[config.mk]
export PLATFORM = sky130hd
export DESIGN_NAME = eeg_adc_frame_deframer
export DESIGN_NICKNAME = d
export VERILOG_FILES = /design/src/hdl/eafd_pkg.sv /design/src/hdl/eafd_tracker.sv /design/src/hdl/eafd_out_reg.sv /design/src/hdl/eeg_adc_frame_deframer.sv
export VERILOG_INCLUDE_DIRS = /design/src /design/src/hdl
export SDC_FILE = /design/constraint.sdc
export NUM_CORES = 1
export LEC_CHECK = 0
export BUFFER_PORTS_ARGS = -buffer_cell sky130_fd_sc_hd__buf_2
export CAP_MARGIN = 5
export CORE_ASPECT_RATIO = 0.8
export CORE_MARGIN = 5
export CORE_UTILIZATION = 40
export DETAILED_ROUTE_END_ITERATION = 8
export HOLD_SLACK_MARGIN = 0.15
export SYNTH_ARGS = -nofsm -noshare
export SYNTH_HDL_FRONTEND = slang
export SYNTH_SLANG_ARGS = --single-unit
[constraint.sdc]
create_clock -name clk_i -period 3 [get_ports clk_i]
set_clock_uncertainty 0.2 [all_clocks]
set_input_delay 0.15 -clock clk_i [delete_from_list [all_inputs] [get_ports clk_i]]
set_output_delay 0.15 -clock clk_i [all_outputs]
set_load 0.005 [all_outputs]
[src/hdl/eeg_adc_frame_deframer_defines.svh]
// assertion macros shared by the deframer rtl
`ifndef EEG_ADC_FRAME_DEFRAMER_DEFINES_SVH
`define EEG_ADC_FRAME_DEFRAMER_DEFINES_SVH

`ifndef ASSERT_OFF
`define EAFD_ASSERT(lbl, clk, rstn, prop) \
  lbl: assert property (@(posedge clk) disable iff (!rstn) prop) \
    else $error("deframer assertion failed");
`define EAFD_ASSERT_NEVER(lbl, clk, rstn, cond) \
  lbl: assert property (@(posedge clk) disable iff (!rstn) !(cond)) \
    else $error("deframer forbidden condition seen");
`else
`define EAFD_ASSERT(lbl, clk, rstn, prop)
`define EAFD_ASSERT_NEVER(lbl, clk, rstn, cond)
`endif

`endif

[src/hdl/eafd_pkg.sv]
// types and constants of the adc frame deframer
package eafd_pkg;

  localparam int unsigned CHIP_W    = 2;
  localparam int unsigned CHAN_W    = 3;
  localparam int unsigned FIELD_W   = 4;
  localparam int unsigned WORD_W    = 24;
  localparam int unsigned PART_W    = 16;
  localparam int unsigned KIND_W    = 3;
  localparam int unsigned IN_DATA_W = 8;
  localparam int unsigned OUT_DATA_W = 56;

  typedef enum logic [KIND_W-1:0] {
    KIND_TIMESTAMP = 3'd0,
    KIND_EVENT     = 3'd1,
    KIND_STATUS    = 3'd2,
    KIND_SAMPLE    = 3'd3,
    KIND_LEN_ERR   = 3'd4
  } kind_e;

  typedef struct packed {
    kind_e                     kind;
    logic [CHIP_W-1:0]         chip;
    logic [CHAN_W-1:0]         chan;
    logic [WORD_W-1:0]         raw;
    logic signed [WORD_W-1:0]  sample;
    logic                      last;
  } res_t;

endpackage

[src/hdl/eafd_tracker.sv]
// frame position counters, field assembly and result decode
`include "eeg_adc_frame_deframer_defines.svh"

module eafd_tracker #(
  parameter int unsigned CHIP_COUNT        = 4,
  parameter int unsigned CHANNELS_PER_CHIP = 8
) (
  input  logic                             clk_i,
  input  logic                             rst_ni,
  input  logic                             take_i,
  input  logic [eafd_pkg::IN_DATA_W-1:0]   byte_i,
  input  logic                             pend_i,
  output logic                             res_valid_o,
  output eafd_pkg::res_t                   res_o
);

  localparam logic [eafd_pkg::FIELD_W-1:0] LastField =
    eafd_pkg::FIELD_W'(CHANNELS_PER_CHIP);
  localparam logic [eafd_pkg::CHIP_W-1:0] LastChip =
    eafd_pkg::CHIP_W'(CHIP_COUNT - 1);

  logic                           body_q, body_d;
  logic [1:0]                     hdr_q, hdr_d;
  logic [1:0]                     byte_q, byte_d;
  logic [eafd_pkg::FIELD_W-1:0]   field_q, field_d;
  logic [eafd_pkg::CHIP_W-1:0]    chip_q, chip_d;
  logic [eafd_pkg::PART_W-1:0]    pw_q, pw_d;
  logic                           last_byte;
  logic [eafd_pkg::WORD_W-1:0]    word;
  logic                           field_done;

  assign last_byte = body_q && (byte_q == 2'd2) && (field_q == LastField)
                     && (chip_q == LastChip);
  assign word = {pw_q, byte_i};

  always_comb begin
    body_d     = body_q;
    hdr_d      = hdr_q;
    byte_d     = byte_q;
    field_d    = field_q;
    chip_d     = chip_q;
    pw_d       = pw_q;
    field_done = 1'b0;
    res_o      = '0;
    res_o.kind = eafd_pkg::KIND_TIMESTAMP;

    if (!body_q) begin
      // header: little-endian timestamp then event byte
      case (hdr_q)
        2'd0: begin
          pw_d = {8'h00, byte_i};
        end
        2'd1: begin
          pw_d = {byte_i, pw_q[7:0]};
        end
        2'd2: begin
          field_done = 1'b1;
          res_o.kind = eafd_pkg::KIND_TIMESTAMP;
          res_o.raw  = {byte_i, pw_q};
        end
        default: begin
          field_done = 1'b1;
          res_o.kind = eafd_pkg::KIND_EVENT;
          res_o.raw  = {16'h0000, byte_i};
        end
      endcase
      if (hdr_q == 2'd3) begin
        body_d  = 1'b1;
        hdr_d   = 2'd0;
        byte_d  = 2'd0;
        field_d = '0;
        chip_d  = '0;
      end else begin
        hdr_d = hdr_q + 2'd1;
      end
    end else begin
      // chip block: big-endian status word then samples
      case (byte_q)
        2'd0: begin
          pw_d = {8'h00, byte_i};
        end
        2'd1: begin
          pw_d = {pw_q[7:0], byte_i};
        end
        default: begin
          field_done = 1'b1;
          res_o.chip = chip_q;
          if (field_q == '0) begin
            res_o.kind = eafd_pkg::KIND_STATUS;
            res_o.raw  = word;
          end else begin
            res_o.kind   = eafd_pkg::KIND_SAMPLE;
            res_o.chan   = eafd_pkg::CHAN_W'(field_q - 4'd1);
            res_o.sample = word;
            res_o.last   = last_byte;
          end
        end
      endcase
      if (byte_q == 2'd2) begin
        byte_d = 2'd0;
        if (field_q == LastField) begin
          field_d = '0;
          if (chip_q == LastChip) begin
            body_d = 1'b0;
            hdr_d  = 2'd0;
            chip_d = '0;
          end else begin
            chip_d = chip_q + 1'b1;
          end
        end else begin
          field_d = field_q + 1'b1;
        end
      end else begin
        byte_d = byte_q + 2'd1;
      end
    end

    // packet ended mid frame: single error word, framing restarts
    if (pend_i && !last_byte) begin
      res_o      = '0;
      res_o.kind = eafd_pkg::KIND_LEN_ERR;
      body_d     = 1'b0;
      hdr_d      = 2'd0;
      byte_d     = 2'd0;
      field_d    = '0;
      chip_d     = '0;
    end
  end

  assign res_valid_o = field_done || (pend_i && !last_byte);

  always_ff @(posedge clk_i or negedge rst_ni) begin
    if (!rst_ni) begin
      body_q  <= 1'b0;
      hdr_q   <= 2'd0;
      byte_q  <= 2'd0;
      field_q <= '0;
      chip_q  <= '0;
    end else if (take_i) begin
      body_q  <= body_d;
      hdr_q   <= hdr_d;
      byte_q  <= byte_d;
      field_q <= field_d;
      chip_q  <= chip_d;
    end
  end

  always_ff @(posedge clk_i) begin
    if (take_i) begin
      pw_q <= pw_d;
    end
  end

  `EAFD_ASSERT(a_err_restarts, clk_i, rst_ni, (take_i && res_valid_o && res_o.kind == eafd_pkg::KIND_LEN_ERR) |=> (!body_q && hdr_q == 2'd0))
  `EAFD_ASSERT(a_last_is_final_sample, clk_i, rst_ni, (res_valid_o && res_o.last) |-> (res_o.kind == eafd_pkg::KIND_SAMPLE && res_o.chip == LastChip && res_o.chan == eafd_pkg::CHAN_W'(CHANNELS_PER_CHIP - 1)))
  `EAFD_ASSERT(a_body_in_range, clk_i, rst_ni, body_q |-> (field_q <= LastField && chip_q <= LastChip && byte_q != 2'd3))
  `EAFD_ASSERT_NEVER(a_hdr_idle_in_body, clk_i, rst_ni, body_q && hdr_q != 2'd0)

endmodule

[src/hdl/eafd_out_reg.sv]
// result register toward the output stream
module eafd_out_reg (
  input  logic            clk_i,
  input  logic            rst_ni,
  input  logic            load_i,
  input  eafd_pkg::res_t  res_i,
  output logic            ready_o,
  output logic            valid_o,
  input  logic            take_i,
  output eafd_pkg::res_t  res_o
);

  logic           valid_q, valid_d;
  eafd_pkg::res_t res_q;

  assign ready_o = !valid_q || take_i;

  always_comb begin
    valid_d = valid_q;
    if (take_i) begin
      valid_d = 1'b0;
    end
    if (load_i) begin
      valid_d = 1'b1;
    end
  end

  always_ff @(posedge clk_i or negedge rst_ni) begin
    if (!rst_ni) begin
      valid_q <= 1'b0;
    end else begin
      valid_q <= valid_d;
    end
  end

  always_ff @(posedge clk_i) begin
    if (load_i) begin
      res_q <= res_i;
    end
  end

  assign valid_o = valid_q;
  assign res_o   = res_q;

endmodule

[src/hdl/eeg_adc_frame_deframer.sv]
// top level of the multi-chip adc byte-stream deframer
//
// channel   dir  tdata                           tuser       tlast
// s_axis    in   [7:0] data byte                 -           packet end
// m_axis    out  chip, channel, raw, sample      [2:0] kind  last sample of frame
//
// one byte accepted per clock while m_axis does not stall; results pass the input register, then the result register
// the input register and the result register each advance at most once per cycle
// rst_ni clears framing to the start of a frame and empties both registers
// a stall on m_axis holds the result register; the input register keeps taking
// bytes whose decode yields no word until a word-producing byte must wait
`include "eeg_adc_frame_deframer_defines.svh"

module eeg_adc_frame_deframer #(
  parameter int unsigned CHIP_COUNT        = 4,
  parameter int unsigned CHANNELS_PER_CHIP = 8
) (
  input  logic                               clk_i,
  input  logic                               rst_ni,
  // input byte stream
  input  logic                               s_axis_tvalid,
  output logic                               s_axis_tready,
  input  logic [eafd_pkg::IN_DATA_W-1:0]     s_axis_tdata,  // [7:0] data_byte
  input  logic                               s_axis_tlast,  // packet_end
  // decoded field words
  output logic                               m_axis_tvalid,
  input  logic                               m_axis_tready,
  // [1:0] chip_index, [4:2] channel_index, [28:5] raw_word,
  // [52:29] sample_value, [55:53] zero
  output logic [eafd_pkg::OUT_DATA_W-1:0]    m_axis_tdata,
  output logic [eafd_pkg::KIND_W-1:0]        m_axis_tuser,  // [2:0] kind
  output logic                               m_axis_tlast   // frame_last
);

  // input register
  logic                              in_valid_q, in_valid_d;
  logic [eafd_pkg::IN_DATA_W-1:0]    in_byte_q;
  logic                              in_pend_q;

  logic           res_valid;
  eafd_pkg::res_t res;
  logic           out_ready;
  logic           advance;
  eafd_pkg::res_t out_res;

  // the held byte moves on when it makes no word or the result slot is free
  assign advance       = in_valid_q && (!res_valid || out_ready);
  assign s_axis_tready = !in_valid_q || advance;

  always_comb begin
    in_valid_d = in_valid_q;
    if (s_axis_tready) begin
      in_valid_d = s_axis_tvalid;
    end
  end

  always_ff @(posedge clk_i or negedge rst_ni) begin
    if (!rst_ni) begin
      in_valid_q <= 1'b0;
    end else begin
      in_valid_q <= in_valid_d;
    end
  end

  always_ff @(posedge clk_i) begin
    if (s_axis_tvalid && s_axis_tready) begin
      in_byte_q <= s_axis_tdata;
      in_pend_q <= s_axis_tlast;
    end
  end

  // framing state and field decode
  eafd_tracker #(
    .CHIP_COUNT        (CHIP_COUNT),
    .CHANNELS_PER_CHIP (CHANNELS_PER_CHIP)
  ) u_tracker (
    .clk_i       (clk_i),
    .rst_ni      (rst_ni),
    .take_i      (advance),
    .byte_i      (in_byte_q),
    .pend_i      (in_pend_q),
    .res_valid_o (res_valid),
    .res_o       (res)
  );

  // result register
  eafd_out_reg u_out_reg (
    .clk_i   (clk_i),
    .rst_ni  (rst_ni),
    .load_i  (advance && res_valid),
    .res_i   (res),
    .ready_o (out_ready),
    .valid_o (m_axis_tvalid),
    .take_i  (m_axis_tready),
    .res_o   (out_res)
  );

  assign m_axis_tdata = {3'b000, out_res.sample, out_res.raw, out_res.chan, out_res.chip};
  assign m_axis_tuser = out_res.kind;
  assign m_axis_tlast = out_res.last;

endmodule
* After elaboration in Yosys (flattened, before gate mapping)
Index checks and enable logic that the tools add are counted.
Storage, ports and cells: register bits after elaboration 95, output and inout bits 62
Cells by class: add/subtract/negate cells 5, equal/unequal tests 12, multiplexer cells 43, bitwise operators 1, reduce and logical (&&, ||, !) cells 33
Operators by type and width (number):
- $pmux 16 s2 | 2
- $mux 57 | 1
- $mux 24 | 2
- $pmux 24 s2 | 1
- $mux 2 | 15
- $mux 25 | 1
- $mux 4 | 5
- $mux 16 | 1
- $mux 1 | 13
- $ne 3x3->1 const B | 4
- $reduce_and 4->1 | 3
- $eq 2x2->1 const B | 4
- $logic_and 1x1->1 | 7
- $add 2x1->2 const B | 3
- $mux 3 | 2
- $reduce_and 3->1 | 2
- $reduce_bool 3->1 | 2
- $reduce_or 5->1 | 1
- $add 4x1->4 const B | 1
- $eq 2x1->1 const B | 2
- $eq 4x4->1 const B | 1
- $logic_not 1->1 | 4
- $logic_not 2->1 | 2
- $logic_not 4->1 | 1
- other kinds (9) | 14

* Longest topological paths before layout
Gate-level depths: netlist (run 1).
depth in word-level cells 12, mapped depth 8

* Modules after synthesis
A second synthesis (run 1) with hierarchy kept.
Second synthesis, totals: cells, all modules 304, area total of the unflattened synthesis 4117.7 um^2
Modules (own cells, without submodules):
- eafd_tracker | times used 1, cells each 224, area each 1983.2 um^2, sequential area each 755.7 um^2
- eafd_out_reg | times used 1, cells each 60, area each 1759.2 um^2, sequential area each 1736.7 um^2
- eeg_adc_frame_deframer | times used 1, cells each 20, area each 375.4 um^2, sequential area each 295.3 um^2

* Worst setup path after synthesis (run 1)
OpenSTA, ideal clock, no wires.
path kind reg2reg, start point reg u_tracker.hdr_q[0], end point reg u_out_reg.res_q, in the netlist u_out_reg.res_o[0], enable pin, arrival 2.511 ns, data required time 2.379 ns, slack -0.132 ns, cell stages (with the launch flop) 5, buffers on the path 0, clock period less this slack 3.132 ns, path through dfrtp_1 -> ha_1 -> or3_4 -> nand3b_1 -> and2_1
Between the ends: cells in the longest elaborated chain, start to end 9, elaborated cells between the ends (all ways) 10, classes of those cells eq/ne: 1; mux: 2; reduce/logical: 7
RTL lines:
- start: declaration | line eafd_tracker.sv:23 | logic [1:0] hdr_q, hdr_d;
- start signal: assignment | line eafd_tracker.sv:141 | hdr_q <= hdr_d;
- $eq 2x1->1 or $logic_not 2->1 (tied branches) | line eafd_tracker.sv:49 | case (hdr_q)
- $reduce_or 2->1 (no source line) (*)
- $mux 1 (*) | line eafd_tracker.sv:49
- $mux 1 (*) | line eafd_tracker.sv:47 | if (!body_q) begin
- $logic_or 1x1->1 (*) | line eafd_tracker.sv:130 | assign res_valid_o = field_done || (pend_i && !last_byte);
- $logic_not 1->1 | line eeg_adc_frame_deframer.sv:47 | assign advance = in_valid_q && (!res_valid || out_ready);
- $logic_or 1x1->1 | line eeg_adc_frame_deframer.sv:47
- $logic_and 1x1->1 | line eeg_adc_frame_deframer.sv:47
- $logic_and 1x1->1 (*) | line eeg_adc_frame_deframer.sv:90 | .load_i (advance && res_valid),
- named net u_out_reg.load_i | line eafd_out_reg.sv:5 | input logic load_i,
- end signal: assignment | line eafd_out_reg.sv:38 | res_q <= res_i;
- end: declaration | line eafd_out_reg.sv:14 | eafd_pkg::res_t res_q;
Mark *: on every way through the listed nets, which the timed path passes. The rest lies on a longest branch. A chain may end at the register's enable or synchronous reset.

* Worst setup path in the final report (run 1)
start point reg u_tracker.field_q[0] in the netlist's numbering, end point reg u_out_reg.res_q, in the netlist u_out_reg.res_o[54], data pin
Between the ends: cells in the longest elaborated chain, start to end 5, elaborated cells between the ends (all ways) 9, classes of those cells eq/ne: 1; mux: 3; reduce/logical: 5
RTL lines:
- start: declaration | line eafd_tracker.sv:25 | logic [eafd_pkg::FIELD_W-1:0] field_q, field_d;
- start signal: assignment | line eafd_tracker.sv:143 | field_q <= field_d;
- $eq 4x4->1 | line eafd_tracker.sv:32 | assign last_byte = body_q && (byte_q == 2'd2) && (field_q == LastField)
- $logic_and 1x1->1 | line eafd_tracker.sv:32
- $logic_and 1x1->1 | line eafd_tracker.sv:33 | && (chip_q == LastChip);
- $logic_not 1->1 | line eafd_tracker.sv:119 | if (pend_i && !last_byte) begin
- $logic_and 1x1->1 | line eafd_tracker.sv:119
Several ways; a longest one is shown, not always the timed one.

==> results of run 1 <==
## power by group through the flow
stage | Clock [mW] | Combinational [mW] | Sequential (mW)
4_1_cts | 1.10 | 0.932 | 2.16
5_1_grt | 1.16 | 1.03 | 2.21
6_report | 1.08 | 0.916 | 2.16
3_5_place_dp | 0 | 0.914 | 2.19
2_1_floorplan | 0 | 0.501 | 2.15
3_3_place_gp | 0 | 0.908 | 2.18
## kinds of logic after synthesis
family | Yosys count | share of synthesized area
simple gates | 107 | 0.156
compound gates | 59 | 0.113
mux | 1 | 0.00270
buf+inv | 22 | 0.0321
other cells | 1 | 0.000900
fa+ha+maj | 8 | 0.0240
flops | 95 | 0.669
xor+xnor | 1 | 0.00210
## metrics by stage
stage	util	area, um^2	worst slack, ns
global placement	0.456	4650	0.382
CTS	0.497	5070	0.327
floorplan	-	4170	0.482
detailed placement	0.456	4650	0.364
finish	0.497	5070	0.377
global route	0.497	5070	0.121
## registers in the layout (all words and copies together), names as in the netlist
name,flops
u_out_reg.res_o,57
u_tracker.pw_q,16
in_byte_q,8
u_tracker.field_q,4
u_tracker.byte_q,2
u_tracker.chip_q,2
u_tracker.hdr_q,2
in_pend_q,1
in_valid_q,1
u_out_reg.valid_o,1
u_tracker.body_q,1
## worst max-delay path: stages, from the launching register on
cell	delay [ns]
dfrtp_1	0.42
inv_1	0.14
ha_1	0.27
nand3b_4	0.14
o31a_1	0.29
nor3b_4	0.75
o21bai_1	0.24
## cells in the final DEF (no fill, tap or decap), types with 2 or more instances in the layout
cell and instances:
nor3_1 4, ha_1 8, edfxtp_1 82, a22o_1 11
buf_2 71, and3b_1 2, dfrtp_1 13, nand2b_1 6
and2_1 27, o31ai_1 4, clkbuf_16 9, a22oi_1 24
buf_4 4, a32o_1 2, inv_6 3, nor2_1 29
nand3_1 4, inv_1 6, conb_1 3, nand2_1 3
nor2b_1 16, nor4_1 2, nor3b_1 2, o21ai_0 9
dlygate4sd3_1 14
## repair_timing
action | CTS | global route
hold buffers | 14 | 0
hold endpoints to repair | 24 | 0
endpoints found under the setup margin | 0 | 0
## worst paths after layout
path / to / slack [ns] / depth (start not counted)
max in group asynchronous: u_tracker.field_q[3] / 1.51 / 3
worst min register to register: u_tracker.hdr_q[1] / 0.37 / 1
worst max register to register: u_out_reg.res_o[54] / 0.38 / 6
worst max-delay path: u_out_reg.res_o[54] / 0.38 / 6
min in group asynchronous: u_tracker.body_q / 0.69 / 3
worst min-delay path: in_byte_q[3] / 0.31 / 2
## routing by layer
| layer | vias to the layer above | track usage | share of wire |
|---|---|---|---|
| met3 | 2 | 0.0402 | 0.079 |
| met4 | 0 | 0.0303 | 0.0056 |
| met1 | 1249 | 0.230 | 0.52 |
| met5 | - | 0 | 0 |
| met2 | 107 | 0.175 | 0.39 |
| li1 | 1271 | - | - |
## synth_stat cells (2+ instances only)
cell and count:
dfrtp_1 13, nor4_1 2, inv_1 6, nor3_1 4
ha_1 8, buf_4 5, nand2b_1 6, nor2b_1 17
nand2_1 3, a32o_1 2, buf_6 4, clkbuf_1 4
buf_2 2, a22o_1 11, and3b_1 2, nor3b_1 2
edfxtp_1 82, nor2_1 29, o31ai_1 4, o21ai_0 9
and2_1 28, a22oi_1 24, nand3_1 4
## layout make-up
type / instances / area share
Clock buffer: 9 / 0.0445
Inverter: 6 / 0.00445
Sequential cell: 95 / 0.550
Timing Repair Buffer: 90 / 0.108
Multi-Input combinational cell: 179 / 0.248
Clock inverter: 7 / 0.0109
Tap cell: 140 / 0.0346
==> results by group, run 1 <==
Final layout
  – Fill cells: between 900 and 1k
  – Multi-input gate area: 0.00125 mm^2
  – Reg area: 0.00279 mm^2
  – Share of layout cells above drive strength 1: 0.267
  – Area growth from synthesis to layout: 21.6%
  – Final std cells w/o fill: 526
  – ANT cells: 0
  – Post-layout nets: 402

Hold path
  – Min-delay worst type: in -> reg
  – Worst Min Path Start: s_axis_tdata[3]

Timing
  – Fmax: 381 MHz
  – Worst slew margin: 0.261
  – Unrepaired setup endpoints after global routing: false
  – Fin. max-slew vios: 0
  – Hold Slack: 0.314 ns
  – Final Hold Viols: 0
  – Setup_tns: 0 ns
  – Final period util: 0.874
  – Min cycle time layout: 2.62 ns
  – Final setup fails: 0
  – Slew at the pin closest to its max-slew limit: 1.10 ns

Critical path
  – Critical Path AT: between 2 and 3 ns
  – CP Class: reg -> reg
  – Worst-path fanout max: 28
  – RR Startpoint: u_tracker.field_q[0]
  – Worst endpoint required time: a little under 3 ns
  – Startpoint types: flop
  – Crit path from: u_tracker.field_q[0]
  – Crit. End Element: flop

Yosys
  – Synth Register Bits: 95
  – Synth top area cells: edfxtp_1 59%, dfrtp_1 7.8%, a22oi_1 4.3%, and2_1 4.2%, nor2_1 2.6%
  – Prevailing post-synth register cell: edfxtp_1
  – Leading area contributor after synthesis: edfxtp_1
  – Post-synth EDFFs: 82
  – Yosys warns: 0
  – Yosys cell types: 46
  – Synth Instances: 294
  – Asr flop ratio synth: 0.137
  – Synthesized area: 0.00417 mm^2
  – Yosys top cell area share: 0.591
  – Post-synthesis sequential area ratio: 0.669
  – Synthesized area per cell: 14.2 um^2

Outcome
  – Status: completed

Placement
  – Port Buffers: 71
  – Cells after DPL: between 400 and 500
  – Routability congestion estimate: 0.807
  – Final HPWL from detailed placement: 5.94 mm

Global routing
  – Gr ovfl total: 0
  – Vias in the first global route: 2461
  – Pin count of the biggest net entering global routing: 36
  – First-pass GRT wire length: 13.3 mm
  – Total global-route track usage: 0.138
  – Antenna violations before repair: 0

Die
  – Core area: 0.0102 mm^2
  – Die X-Extent: about 120 um
  – Die area: between 0.01 and 0.015 mm^2
  – Initial core utilization: 0.408
  – Row count: 33
  – Height of the die: 101 um
  – Boundary Pins: 75

Routing
  – Vias: between 2k and 3k
  – Initial DRC Count: roughly 280
  – DRC: 0
  – First-pass DRT Iterations: 5
  – Post-DR vias/cell: 5.00
  – Post-route ant nets: 0
  – WL final: 8.37 mm
  – Drt wl/cell: 15.9 um

Clocking
  – Max Root-Sink Buffers: 2
  – Root Driver: clkbuf_16
  – TritonCTS clock tree: yes
  – Post-CTS resize count: 0
  – # H-tree levels: 3
  – Worst-Skew Late Latency: 0.33 ns
  – Clock transition at path regs: 0.07 ns
  – CTS Sinks: 95
  – CTS Buf Count: 9
  – Setup repair bufs after CTS: 0

Power
  – Switching pwr: around 1.3 mW
  – Clk pwr share: 0.259
  – Pwr dens: between 800 and 900 mW/mm^2
  – Comb pwr share: 0.221
  – Max VDD drop: 0.342 mV
  – Pwr Total: 4.15 mW
  – Reg power frac: 0.520
  – Pint: 2.89 mW
  – Sw Share: 0.304
  – P_leak: 1.98 nW

Run
  – Max Cap Viol: 0
No activity file was read; power rests on OpenSTA's default activity.
==> run 2, diff against run 1 <==
Settings changed: CORE_ASPECT_RATIO 0.8 to 1.4.
Clock period 3 ns to 2.92 ns, I/O delays scaled along.
==> run 2 against run 1 <==
Sequential share of layout area down 0.46 points. Final cell count up 0.19%. Register-to-register slack better by 0.15 ns. Non-clock buffer count up 3. Largest power group unchanged. Die area up 0.13%. Highest routed layer unchanged. Critical endpoint is now u_out_reg.res_o[51]. Clock-buffer cell count up 4.
==> results by group, run 2 (synthesis gave the netlist of run 1 again) <==
Power
  – P_leak: 2.00 nW (+1.2%)
  – Max VDD drop: 0.461 mV (+35%)
  – Sw Share: 0.288 (-0.0161)
  – Pwr dens: 853 mW/mm^2 (+4.1%)
  – Reg power frac: 0.509 (-0.011)
  – Switching pwr: 1.26 mW (-0.58%)
  – Pint: 3.10 mW (+7.4%)
  – Clk pwr share: 0.269 (+0.010)
  – Comb pwr share: 0.222 (about the same)

Clocking
  – Setup repair bufs after CTS: 0 (unchanged)
  – CTS Sinks: 95 (unchanged)
  – Clock transition at path regs: 0.06 ns (about the same)
  – # H-tree levels: 3 (unchanged)
  – Worst-Skew Late Latency: 0.33 ns (about the same)
  – CTS Buf Count: 9 (unchanged)
  – Post-CTS resize count: 0 (unchanged)
  – Hold_buf cts: 14 (unchanged)
  – Max Root-Sink Buffers: 2 (unchanged)
  – Root Driver: clkbuf_16
  – TritonCTS clock tree: yes

Routing
  – Vias: 2652 (+0.87%)
  – Post-route ant nets: 0 (unchanged)
  – WL final: 8.78 mm (+4.9%)
  – Post-DR vias/cell: 5.03 (+0.68%)
  – First-pass DRT Iterations: 4 (-1)
  – Initial DRC Count: 126 (-55%)
  – Drt wl/cell: 16.7 um (+4.7%)
  – DRC: 0 (unchanged)

Critical path
  – Slowest-stage cell, CP: edfxtp_1
  – Reg2reg setup slack: 0.53 ns (+0.15 ns)
  – Worst endpoint required time: 2.72 ns (-0.24 ns)
  – Worst-path fanout max: 57 (+100%)
  – Setup crit end: u_out_reg.res_o[51]
  – Crit-path cells: nor2b_1 > a32o_1 > and2_2 > buf_12
  – Critical Path AT: 2.19 ns (-0.40 ns)
  – R2R depth: 4 (-2)
  – Startpoint types: flop
  – CP Class: reg -> reg
  – Worst R2R End: u_out_reg.res_o[51]
  – Crit path from: in_pend_q
  – Worst path max stage delay: 0.59 ns (-0.16 ns)
  – Cell family with most CP delay: flip-flops
  – Crit. End Element: flop
  – RR Startpoint: in_pend_q
  – Worst path bufs/invs: 1 (unchanged)
  – WP depth: 4 (-2)

Timing
  – Slew at the pin closest to its max-slew limit: 0.674 ns (-0.429 ns)
  – Final setup margin: 0.529 ns (+0.153 ns)
  – Setup_tns: 0 ns (unchanged)
  – Min cycle time layout: 2.39 ns (-0.233 ns)
  – Fmax: 418 MHz (+9.7%)
  – Final Hold Viols: 0 (unchanged)
  – Final period util: 0.819 (-0.0558)
  – Worst slew margin: 0.549 (+0.287)
  – Final setup fails: 0 (unchanged)
  – Unrepaired setup endpoints after global routing: false
  – Fin. max-slew vios: 0 (unchanged)

Global routing
  – Antenna violations before repair: 0 (unchanged)
  – First-pass GRT wire length: 13.7 mm (+3.4%)
  – Gr ovfl total: 0 (unchanged)
  – Vias in the first global route: 2662 (+8.2%)
  – Pin count of the biggest net entering global routing: 58 (+61%)
  – Total global-route track usage: 0.147 (+0.00888)

Final layout
  – Commonest non-fill, non-tap cell in the layout: edfxtp_1
  – Share of layout cells above drive strength 1: 0.267 (+0.000513)
  – Most frequent cells in the layout: 82 x edfxtp_1, 71 x buf_2, 29 x nor2_1, 27 x and2_1, 24 x a22oi_1
  – Post-layout nets: 405 (+0.75%)
  – ANT cells: 0 (unchanged)
  – Number of flip-flops in the largest register: 57 (unchanged)
  – Area growth from synthesis to layout: 22.6%

Die
  – Die area: 0.0126 mm^2 (+0.13%)
  – Initial core utilization: 0.405 (-0.00382)
  – Die X-Extent: 96.2 um (-22%)
  – Core area: 0.0103 mm^2 (+0.95%)
  – Height of the die: 131 um (+29%)
  – Boundary Pins: 75 (unchanged)
  – Row count: 44 (+33%)

Placement
  – Final HPWL from detailed placement: 6.21 mm (+4.5%)
  – Port Buffers: 71 (unchanged)
  – Place WS: 0.570 ns (+0.205 ns)
  – Routability congestion estimate: 0.807 (about the same)

Run
  – Max Cap Viol: 0 (unchanged)

Outcome
  – Status: completed

Hold path
  – Min-delay worst type: in -> reg
run 2: cell count changes in the layout (fill, tap and decap cells not counted), moves of 2 or more:
cell,previous run,this run
inv_6,3,0
clkbuf_1,0,2
buf_4,4,7
clkbuf_8,0,2
run 2: worst min-delay path by stage:
stage | start | end | slack, ns | cells past startpoint
6_report | s_axis_tdata[3] | in_byte_q[3] | 0.33 | 2
5_1_grt | s_axis_tdata[3] | in_byte_q[3] | 0.33 | 2
4_1_cts | s_axis_tdata[6] | in_byte_q[6] | 0.31 | 2
3_5_place_dp | rst_ni | u_tracker.field_q[1] | -0.14 | 1
3_3_place_gp | rst_ni | u_tracker.field_q[1] | -0.14 | 1
2_1_floorplan | rst_ni | in_valid_q | -0.35 | 0
run 2: power by group through the flow:
| stage | Clock, mW | Combinational (mW) | Sequential, mW |
|---|---|---|---|
| 2_1_floorplan | 0 | 0.515 | 2.20 |
| 3_3_place_gp | 0 | 0.954 | 2.25 |
| 3_5_place_dp | 0 | 0.962 | 2.25 |
| 4_1_cts | 1.20 | 0.979 | 2.22 |
| 5_1_grt | 1.26 | 1.08 | 2.26 |
| 6_report | 1.17 | 0.966 | 2.22 |
run 2: worst register-to-register path: cells and delay by family, from the launching register on:
family	cells	cell delay, ns
flip-flops	1	0.59
AO/OA/AOI/OAI	1	0.39
buffers and inverters	1	0.27
AND/OR/NAND/NOR	2	0.56
run 2: layout make-up:
class,count,area (um^2)
sequential,95,2790
inverter,6,22.5
clock inverter,3,42.5
clock buffer,13,260
tap,138,173
multi-input combinational,179,1250
timing repair buffer,93,568
fill,896,5190
run 2: stage by stage:
stage / hold slack (ns) / instance area, um^2 / cells / util / power [mW]
floorplan: -0.350 / 4170 / 296 / - / 2.72
detailed placement: -0.137 / 4670 / 497 / 0.453 / 3.21
CTS: 0.314 / 5110 / 527 / 0.496 / 4.40
global route: 0.332 / 5110 / 527 / 0.496 / 4.59
global placement: -0.143 / 4670 / 497 / 0.453 / 3.20
finish: 0.326 / 5110 / 527 / 0.496 / 4.36
run 2: routing by layer:
layer | share of wire | GRT usage
met1 | 0.38 | 0.167
met2 | 0.55 | 0.264
met4 | 0.028 | 0.0913
met3 | 0.045 | 0.0126
met5 | 0 | 0
